--- src/hw/rtl/i2cm_pkg.sv ---
// Shared types and constants for the I2C master byte engine.
`default_nettype none
package i2cm_pkg;

	// Command / item kinds
	localparam logic [2:0] KIND_TICK  = 3'd0;
	localparam logic [2:0] KIND_START = 3'd1;
	localparam logic [2:0] KIND_STOP  = 3'd2;
	localparam logic [2:0] KIND_WRITE = 3'd3;
	localparam logic [2:0] KIND_WACK  = 3'd4;
	localparam logic [2:0] KIND_READ  = 3'd5;
	localparam logic [2:0] CMD_IDLE   = 3'd0;

	// Sequence phases
	localparam logic [3:0] PH0         = 4'd0;
	localparam logic [3:0] PH1         = 4'd1;
	localparam logic [3:0] PH2         = 4'd2;
	localparam logic [3:0] PH3         = 4'd3;
	localparam logic [3:0] PH4         = 4'd4;
	localparam logic [3:0] PH_FIN_MISS = 4'd14;
	localparam logic [3:0] PH_FIN      = 4'd15;

	// Configuration register indexes
	localparam logic [1:0] REG_ACK_TIMEOUT = 2'd0;
	localparam logic [1:0] REG_DELAY_EN    = 2'd1;
	localparam logic [1:0] REG_TICKS_UNIT  = 2'd2;

	localparam logic [15:0] ACK_TIMEOUT_RST = 16'd200;
	localparam logic [7:0]  TICKS_UNIT_RST  = 8'd8;

	// Delay shift amounts: 1, 2 and 4 units
	localparam logic [1:0] DLY_1U = 2'd0;
	localparam logic [1:0] DLY_2U = 2'd1;
	localparam logic [1:0] DLY_4U = 2'd2;

	localparam logic [3:0] BITS_PER_BYTE = 4'd8;

	// 4 units * 255 ticks = 1020 fits in 10 bits
	localparam int DLY_W = 10;

	typedef struct packed {
		logic [15:0] ack_timeout;
		logic        delay_en;
		logic [7:0]  ticks_unit;
	} cfg_t;

	typedef struct packed {
		logic [2:0]       cmd;
		logic [3:0]       phase;
		logic [3:0]       bit_idx;
		logic [7:0]       shreg;
		logic [DLY_W-1:0] delay;
		logic [15:0]      timeout;
		logic             ack_choice;
		logic             scl;
		logic             sda;
		logic             sda_oe;
	} state_t;

	typedef struct packed {
		logic       scl;
		logic       sda_out;
		logic       sda_oe;
		logic       busy;
		logic       done;
		logic [7:0] rbyte;
		logic       miss;
		logic       rej;
	} res_t;

endpackage
`default_nettype wire

--- src/hw/rtl/i2c_master_byte_engine.sv ---
// Top level of the I2C master byte engine: item register, step logic, result register.
//
//  channel   direction  handshake            payload
//  cmd       in         cmd_valid/cmd_stall  kind, write_byte, ack_after_read, sda_in
//  res       out        res_valid/res_stall  scl, sda_out, sda_drive_enable, busy_res,
//                                            done_res, read_byte, ack_missing, cmd_rejected
//  cfg       in         cfg_valid/cfg_ready  cfg_index, cfg_data
//
// Each item passes from the item register (s1) through the step logic into the result
// register. A new item can enter every cycle while cmd_stall is low; throughput is one
// item per cycle while res does not stall. arst_n clears control state (not the result
// register), sets the engine pin state idle (SCL/SDA high, driving) and loads the register
// defaults. A stall on res holds the result register and, once s1 is full, stalls cmd; an
// empty s1 still takes one more item while a result waits.
`default_nettype none
module i2c_master_byte_engine (
	input  wire logic        clk,
	input  wire logic        arst_n,
	// command / tick channel
	input  wire logic        cmd_valid,
	output logic             cmd_stall,
	input  wire logic [2:0]  kind,
	input  wire logic [7:0]  write_byte,
	input  wire logic        ack_after_read,
	input  wire logic        sda_in,
	// result channel
	output logic             res_valid,
	input  wire logic        res_stall,
	output logic             scl,
	output logic             sda_out,
	output logic             sda_drive_enable,
	output logic             busy_res,
	output logic             done_res,
	output logic [7:0]       read_byte,
	output logic             ack_missing,
	output logic             cmd_rejected,
	// configuration write channel
	input  wire logic        cfg_valid,
	output logic             cfg_ready,
	input  wire logic [1:0]  cfg_index,
	input  wire logic [15:0] cfg_data
);
	import i2cm_pkg::*;

	cfg_t   cfg;
	state_t st_q, st_nxt;
	res_t   res_nxt, res_q;

	logic       v_s1;
	logic [2:0] kind_s1;
	logic [7:0] wbyte_s1;
	logic       ack_s1;
	logic       sda_s1;
	logic       res_v_q;
	logic       advance;   // s1 item moves into the result register
	logic       take;      // cmd transfer this cycle

	// Registers are always writable; writes must happen only while idle, which the block itself does not enforce.
	assign cfg_ready = 1'b1;

	i2cm_cfg_regs u_cfg (
		.clk      (clk),
		.arst_n   (arst_n),
		.wr_en    (cfg_valid && cfg_ready),
		.wr_index (cfg_index),
		.wr_data  (cfg_data),
		.cfg      (cfg)
	);

	assign advance   = v_s1 && (!res_v_q || !res_stall);
	assign cmd_stall = v_s1 && !advance;
	assign take      = cmd_valid && !cmd_stall;

	// Item register
	always_ff @(posedge clk or negedge arst_n) begin
		if (!arst_n) begin
			v_s1 <= 1'b0;
		end else if (take) begin
			v_s1 <= 1'b1;
		end else if (advance) begin
			v_s1 <= 1'b0;
		end
	end

	always_ff @(posedge clk) begin
		if (take) begin
			kind_s1  <= kind;
			wbyte_s1 <= write_byte;
			ack_s1   <= ack_after_read;
			sda_s1   <= sda_in;
		end
	end

	i2cm_step u_step (
		.cfg            (cfg),
		.st             (st_q),
		.kind           (kind_s1),
		.write_byte     (wbyte_s1),
		.ack_after_read (ack_s1),
		.sda_in         (sda_s1),
		.nxt            (st_nxt),
		.res            (res_nxt)
	);

	// Engine state: updated once per item, when its result is registered
	always_ff @(posedge clk or negedge arst_n) begin
		if (!arst_n) begin
			st_q <= '{cmd: CMD_IDLE, phase: PH0, bit_idx: '0, shreg: '0, delay: '0,
				timeout: '0, ack_choice: 1'b0, scl: 1'b1, sda: 1'b1, sda_oe: 1'b1};
		end else if (advance) begin
			st_q <= st_nxt;
		end
	end

	// Result register
	always_ff @(posedge clk or negedge arst_n) begin
		if (!arst_n) begin
			res_v_q <= 1'b0;
		end else if (advance) begin
			res_v_q <= 1'b1;
		end else if (!res_stall) begin
			res_v_q <= 1'b0;
		end
	end

	always_ff @(posedge clk) begin
		if (advance) begin
			res_q <= res_nxt;
		end
	end

	assign res_valid        = res_v_q;
	assign scl              = res_q.scl;
	assign sda_out          = res_q.sda_out;
	assign sda_drive_enable = res_q.sda_oe;
	assign busy_res         = res_q.busy;
	assign done_res         = res_q.done;
	assign read_byte        = res_q.rbyte;
	assign ack_missing      = res_q.miss;
	assign cmd_rejected     = res_q.rej;

endmodule
`default_nettype wire

--- src/hw/rtl/i2cm_cfg_regs.sv ---
// Configuration register file of the I2C master byte engine.
`default_nettype none
module i2cm_cfg_regs (
	input  wire logic          clk,
	input  wire logic          arst_n,
	input  wire logic          wr_en,
	input  wire logic [1:0]    wr_index,
	input  wire logic [15:0]   wr_data,
	output i2cm_pkg::cfg_t     cfg
);
	import i2cm_pkg::*;

	cfg_t cfg_q;

	always_ff @(posedge clk or negedge arst_n) begin
		if (!arst_n) begin
			cfg_q <= '{ack_timeout: ACK_TIMEOUT_RST, delay_en: 1'b1,
				ticks_unit: TICKS_UNIT_RST};
		end else if (wr_en) begin
			case (wr_index)
				REG_ACK_TIMEOUT: cfg_q.ack_timeout <= wr_data;
				REG_DELAY_EN:    cfg_q.delay_en    <= wr_data[0];
				REG_TICKS_UNIT:  cfg_q.ticks_unit  <= wr_data[7:0];
				default: ;
			endcase
		end
	end

	assign cfg = cfg_q;

endmodule
`default_nettype wire

--- src/hw/rtl/i2cm_step.sv ---
// Next-state and result logic for one item of the I2C master byte engine.
`default_nettype none
module i2cm_step (
	input  wire i2cm_pkg::cfg_t   cfg,
	input  wire i2cm_pkg::state_t st,
	input  wire logic [2:0]  kind,
	input  wire logic [7:0]  write_byte,
	input  wire logic        ack_after_read,
	input  wire logic        sda_in,
	output i2cm_pkg::state_t nxt,
	output i2cm_pkg::res_t   res
);
	import i2cm_pkg::*;

	function automatic logic [DLY_W-1:0] arm(input logic en, input logic [7:0] tpu,
			input logic [1:0] sh);
		logic [DLY_W-1:0] base;
		base = {{(DLY_W-8){1'b0}}, tpu};
		return en ? (base << sh) : '0;
	endfunction

	logic [3:0] bit_nxt;
	state_t     n;
	logic       fin;

	assign bit_nxt = st.bit_idx + 4'd1;

	always_comb begin
		n   = st;
		res = '0;
		fin = 1'b0;
		if (kind inside {[KIND_START:KIND_READ]}) begin
			if (st.cmd != CMD_IDLE) begin
				res.rej = 1'b1;
			end else begin
				n.cmd     = kind;
				n.phase   = PH0;
				n.bit_idx = '0;
				n.delay   = '0;
				n.timeout = '0;
				n.shreg   = (kind == KIND_WRITE) ? write_byte : 8'h00;
				if (kind == KIND_READ) n.ack_choice = ack_after_read;
			end
		end else if (kind == KIND_TICK && st.cmd != CMD_IDLE) begin
			if (st.delay != '0) begin
				n.delay = st.delay - DLY_W'(1);
			end else if (st.phase != PH_FIN && st.phase != PH_FIN_MISS) begin
				case (st.cmd)
					KIND_START: begin
						if (st.phase == PH0) begin
							n.sda_oe = 1'b1; n.sda = 1'b1; n.scl = 1'b1;
							n.delay  = arm(cfg.delay_en, cfg.ticks_unit, DLY_4U);
							n.phase  = PH1;
						end else if (st.phase == PH1) begin
							n.sda   = 1'b0;
							n.delay = arm(cfg.delay_en, cfg.ticks_unit, DLY_4U);
							n.phase = PH2;
						end else begin
							n.scl = 1'b0; n.phase = PH_FIN;
						end
					end
					KIND_STOP: begin
						if (st.phase == PH0) begin
							n.sda_oe = 1'b1; n.scl = 1'b0; n.sda = 1'b0;
							n.delay  = arm(cfg.delay_en, cfg.ticks_unit, DLY_4U);
							n.phase  = PH1;
						end else begin
							n.scl = 1'b1; n.sda = 1'b1;
							n.delay = arm(cfg.delay_en, cfg.ticks_unit, DLY_4U);
							n.phase = PH_FIN;
						end
					end
					KIND_WRITE: begin
						if (st.phase == PH0) begin
							n.sda_oe = 1'b1; n.sda = st.shreg[7];
							n.shreg  = {st.shreg[6:0], 1'b0};
							n.delay  = arm(cfg.delay_en, cfg.ticks_unit, DLY_2U);
							n.phase  = PH1;
						end else if (st.phase == PH1) begin
							n.scl   = 1'b1;
							n.delay = arm(cfg.delay_en, cfg.ticks_unit, DLY_2U);
							n.phase = PH2;
						end else begin
							n.scl     = 1'b0;
							n.delay   = arm(cfg.delay_en, cfg.ticks_unit, DLY_2U);
							n.bit_idx = bit_nxt;
							n.phase   = (bit_nxt >= BITS_PER_BYTE) ? PH_FIN : PH0;
						end
					end
					KIND_WACK: begin
						if (st.phase == PH0) begin
							n.sda_oe = 1'b0;
							n.delay  = arm(cfg.delay_en, cfg.ticks_unit, DLY_1U);
							n.phase  = PH1;
						end else if (st.phase == PH1) begin
							n.scl     = 1'b1;
							n.delay   = arm(cfg.delay_en, cfg.ticks_unit, DLY_1U);
							n.timeout = cfg.ack_timeout;
							n.phase   = PH2;
						end else if (st.phase == PH2) begin
							if (!sda_in) begin
								n.scl = 1'b0; n.phase = PH_FIN;
							end else if (st.timeout == '0) begin
								// no ACK: start the stop sequence in this step
								n.sda_oe = 1'b1; n.scl = 1'b0; n.sda = 1'b0;
								n.delay  = arm(cfg.delay_en, cfg.ticks_unit, DLY_4U);
								n.phase  = PH3;
							end else begin
								n.timeout = st.timeout - 16'd1;
							end
						end else begin
							n.scl = 1'b1; n.sda = 1'b1;
							n.delay = arm(cfg.delay_en, cfg.ticks_unit, DLY_4U);
							n.phase = PH_FIN_MISS;
						end
					end
					KIND_READ: begin
						if (st.phase == PH0) begin
							n.sda_oe = 1'b0; n.scl = 1'b0;
							n.delay  = arm(cfg.delay_en, cfg.ticks_unit, DLY_2U);
							n.phase  = PH1;
						end else if (st.phase == PH1) begin
							n.scl     = 1'b1;
							n.shreg   = {st.shreg[6:0], sda_in};
							n.delay   = arm(cfg.delay_en, cfg.ticks_unit, DLY_1U);
							n.bit_idx = bit_nxt;
							n.phase   = (bit_nxt >= BITS_PER_BYTE) ? PH2 : PH0;
						end else if (st.phase == PH2) begin
							n.scl = 1'b0; n.sda_oe = 1'b1; n.sda = ~st.ack_choice;
							n.delay = arm(cfg.delay_en, cfg.ticks_unit, DLY_2U);
							n.phase = PH3;
						end else if (st.phase == PH3) begin
							n.scl   = 1'b1;
							n.delay = arm(cfg.delay_en, cfg.ticks_unit, DLY_2U);
							n.phase = PH4;
						end else begin
							n.scl = 1'b0; n.phase = PH_FIN;
						end
					end
					default: n.phase = PH_FIN;
				endcase
			end
			fin = (n.delay == '0) && (n.phase == PH_FIN || n.phase == PH_FIN_MISS);
			if (fin) begin
				res.done  = 1'b1;
				res.rbyte = (st.cmd == KIND_READ) ? n.shreg : 8'h00;
				res.miss  = (n.phase == PH_FIN_MISS);
				n.cmd     = CMD_IDLE;
				n.phase   = PH0;
				n.bit_idx = '0;
			end
		end
		res.scl     = n.scl;
		res.sda_out = n.sda;
		res.sda_oe  = n.sda_oe;
		res.busy    = (n.cmd != CMD_IDLE);
	end

	assign nxt = n;

endmodule
`default_nettype wire

--- config.mk ---
export PLATFORM = sky130hd
export DESIGN_NAME = i2c_master_byte_engine
export DESIGN_NICKNAME = d
export VERILOG_FILES = /design/src/hw/rtl/i2cm_pkg.sv /design/src/hw/rtl/i2c_master_byte_engine.sv /design/src/hw/rtl/i2cm_cfg_regs.sv /design/src/hw/rtl/i2cm_step.sv
export SDC_FILE = /design/constraint.sdc
export NUM_CORES = 1
export LEC_CHECK = 0
export BUFFER_PORTS_ARGS = -buffer_cell sky130_fd_sc_hd__buf_4
export CORE_AREA = 4 4 151 153
export CTS_CLUSTER_DIAMETER = 80
export DETAILED_ROUTE_END_ITERATION = 6
export DIE_AREA = 0 0 155 157
export GPL_TIMING_DRIVEN = 0
export PLACE_DENSITY = 0.51
export SYNTH_ARGS = -nofsm -noshare
export SYNTH_HDL_FRONTEND = slang
export SYNTH_SLANG_ARGS = --single-unit
--- constraint.sdc ---
create_clock -name clk -period 4.2 [get_ports clk]
set_input_delay 0.21 -clock clk [delete_from_list [all_inputs] [get_ports clk]]
set_output_delay 0.21 -clock clk [all_outputs]
set_load 0.01 [all_outputs]
==> impl_metrics.py <==
metrics = {
    "clocking": {
        "cts_tree": "done",
        "cts.htree.levels": 3,
        "ctsRootBufferMaster": "clkbuf_16",
        "cts.sinks": 104,
        "cts_buffer_depth": 2,
        "cts_buffers": 9,
        "ctsHoldBuffers": 0,
        "clk_latency_ps": 360,
        "clkTransAtPathRegs_ps": 70,
    },
    "critical_path": {
        "crit_path_top_delay_cell": "a2111oi_0",
        "cp_cell_sequence": "inv_1, ha_1, or4b_1, buf_2, nor4_4, buf_4, buf_4, buf_4, nand2_1, a2111oi_0, o21ai_1, clkbuf_1, o21ai_0, o21ai_0",
        "critPathKind": "reg2reg",
        "r2r_end": "st_q[18]",
        "cp_max_fo": 10,
        "crit_top_cell": "buf_4",
        "slowest_delay_ps": 590,
        "rr_worst_depth": 14,
        "end_kind": "flip-flop",
        "critPathRequiredTime_ps": 4420,
        "r2r_start": "st_q[21]",
        "cp-start-kind": "flip-flop",
        "cp.arrival_ps": 4240,
        "reg2reg_setup_slack_ps": 180,
    },
    "placement": {
        "gp_congestion": 0.961,
        "port_buffers": 52,
        "dp_hpwl_um": 15100,
        "placed_cell_area_mm2": 0.00709,
    },
    "min_path": {
        "min_path_type": "in2async",
    },
    "floorplan": {
        "core_mm2": 0.0216,
        "boundaryPins": 54,
        "die_area_mm2": 0.0243,
        "rows": 54,
        "start_util_pct": 29.5,
        "die_w_um": 155,
        "fp.dieH_um": 157,
    },
    "sta": {
        "slew_headroom_pct": 33.5,
        "period_minus_slack_ps": 4020,
        "finalClockSkew_ps": 6.66,
        "worst_pin_slew_ps": 997,
        "drv_slew": 0,
        "fmax_ghz": 0.249,
        "setup_viol": 0,
        "period_share_pct": 95.7,
        "hold_viol": 0,
        "fin_hold_ws_ps": 22.8,
        "rsz0062_at_grt": "no",
    },
    "flow_run": {
        "cap_viol_max_count": 0,
    },
    "synth": {
        "ys.warnings.count": 0,
        "syn_avg_cell_area_um2": 9.27,
        "synth_cell_types": 77,
        "synth_xor_area_share_pct": 1.24,
        "synth_adder_area_share_pct": 0.591,
        "ys_ff_latch": 104,
        "syn_inst": 685,
        "synth_ff_type": "dfrtp_1",
        "mappedNetlistArea_mm2": 0.00635,
        "synth_compound_area_share_pct": 21.6,
        "ys_seq_area_share_pct": 43.4,
        "synthMuxAreaShare_pct": 8.28,
        "synth_top_family_by_area": "compound AO/OA/AOI/OAI gates",
        "async_reset_ff_share_pct": 73.1,
        "syn-num-nets": 724,
        "synth_edf_count": 28,
        "yosys.area_share.simple_pct": 20.6,
    },
    "drt": {
        "wire_per_inst_um": 19.5,
        "ant_nets": 0,
        "drc": 5,
        "avgViaCountPerCell": 5.54,
        "wl_um": 20200,
        "vias": 5742,
        "first_pass_iters": 7,
        "dr.first_iter.drc_count": 469,
    },
    "layout": {
        "layout_commonest_cell": "nand2_1",
        "design_area_mm2": 0.00748,
        "final_nets": 790,
        "diodes": 0,
        "final_cell_mix": "nand2_1, dfrtp_1, buf_4",
        "drive_gt1_share_pct": 18.1,
        "area_delta_synth_final_pct": 17.8,
    },
    "global_route": {
        "grt_max_degree": 77,
        "grtUsageTotal_pct": 16.8,
        "grt_overflow": 0,
        "grt_pass1_wl_um": 32400,
        "grt_pass1_vias": 5587,
        "antenna_found_initial": 0,
    },
    "power": {
        "combPwrFrac_pct": 54.9,
        "total_power_mw": 5.08,
        "p_leak_nw": 2.92,
        "p_seq_share_pct": 27.7,
        "swShare_pct": 46.7,
        "power_density_mw_per_mm2": 679,
        "p_clk_share_pct": 17.3,
        "peakVddDrop_v": 0.000285,
        "p_int_mw": 2.71,
        "switchingPower_mw": 2.37,
    },
    "outcome": {
        "violations": "design-rule violations",
        "status": "finished with violations",
    },
}
## power by group through the flow
stage | sequential, mW | combinational [mW] | clock (mW)
finish | 1.41 | 2.79 | 0.880
global route | 1.44 | 3.04 | 0.947
CTS | 1.40 | 2.70 | 0.904
detailed placement | 1.42 | 2.61 | 0
global placement | 1.42 | 2.64 | 0
floorplan | 1.37 | 1.85 | 0
## kinds of logic (layout without fill, tap and decap cells)
group	Yosys count	in the layout
compound gates	207	207
simple gates	245	245
mux	49	49
buf+inv	67	138
fa+ha+maj	3	3
xor+xnor	9	9
other cells	1	1
flops	104	104
## worst max-delay path: cells and delay by family, from the launching register on
kind / cells / cell delay (ps)
AOI/OAI and AO/OA: 4 / 1300
buffers and inverters: 6 / 1120
and+or+nand+nor: 3 / 780
DFF: 1 / 440
adders and majority gates: 1 / 250
## how the worst max path moves through the flow
| stage | startpoint | to | slack [ps] | depth (start not counted) |
|---|---|---|---|---|
| 2_1_floorplan | st_q[21] | busy_res | 730 | 13 |
| 3_3_place_gp | st_q[45] | st_q[44] | -150 | 10 |
| 3_5_place_dp | st_q[45] | st_q[44] | -90 | 10 |
| 4_1_cts | st_q[4] | ack_missing | 40 | 12 |
| 5_1_grt | st_q[21] | st_q[11] | 10 | 13 |
| 6_report | st_q[21] | st_q[18] | 180 | 14 |
## area by class of cell
class                           instances  area (µm²)
Buffer                                 48         203
Timing Repair Buffer                   55         413
Fill cell                            2213       14100
Sequential cell                       104        2750
Inverter                               19        71.3
Multi-Input combinational cell        514        3380
Clock inverter                          6        66.3
Tap cell                              280         350
Clock buffer                           10         239
## sequential cells by signal, indices dropped and copies added (netlist names)
signal            cells
res_valid             1
read_byte             8
ack_missing           1
st_q                 49
busy_res              1
sda_out               1
scl                   1
wbyte_s1              8
ack_s1                1
sda_drive_enable      1
cmd_rejected          1
sda_s1                1
kind_s1               3
done_res              1
v_s1                  1
u_cfg.cfg            25
## cell usage after synthesis, types with 10 or more instances
library cell | number | area (µm²)
and2_1 | 12 | 75.1
mux2i_1 | 21 | 210
nor2b_1 | 10 | 62.6
a22oi_1 | 13 | 97.6
dfrtp_1 | 68 | 1700
nand2b_1 | 11 | 68.8
nor3_1 | 19 | 95.1
inv_1 | 17 | 63.8
nand2_1 | 80 | 300
mux2_2 | 28 | 315
o21ai_0 | 52 | 260
clkbuf_1 | 40 | 150
o31ai_1 | 17 | 128
a21oi_1 | 38 | 190
edfxtp_1 | 28 | 841
nor2_1 | 36 | 135
nand3_1 | 18 | 90.1
## layer usage
metal	vias to the layer above	GRT usage [%]	wire length, µm
met5	-	0	0
met1	2784	23.8	9160
met2	217	26.8	9500
met4	0	5.13	371
li1	2716	-	-
met3	25	2.47	1180
## timing repair
item | CTS | global route
hold endpoints to repair | 0 | 0
setup buffers | 3 | 0
gates cloned | 0 | 0
gates resized for setup | 3 | 10
pin swaps | 1 | 0
setup endpoints to repair | 9 | 19
## metrics by stage
stage | setup slack (ps) | instances | util, % | TNS [ps]
global placement | -152 | 1017 | 32.9 | -743
floorplan | 726 | 685 | - | 0
finish | 179 | 1036 | 34.7 | 0
global route | 10.5 | 1036 | 34.7 | 0
CTS | 44.5 | 1036 | 34.5 | 0
detailed placement | -88.4 | 1017 | 32.9 | -249
Note: power is estimated with default switching activity, not from simulation.
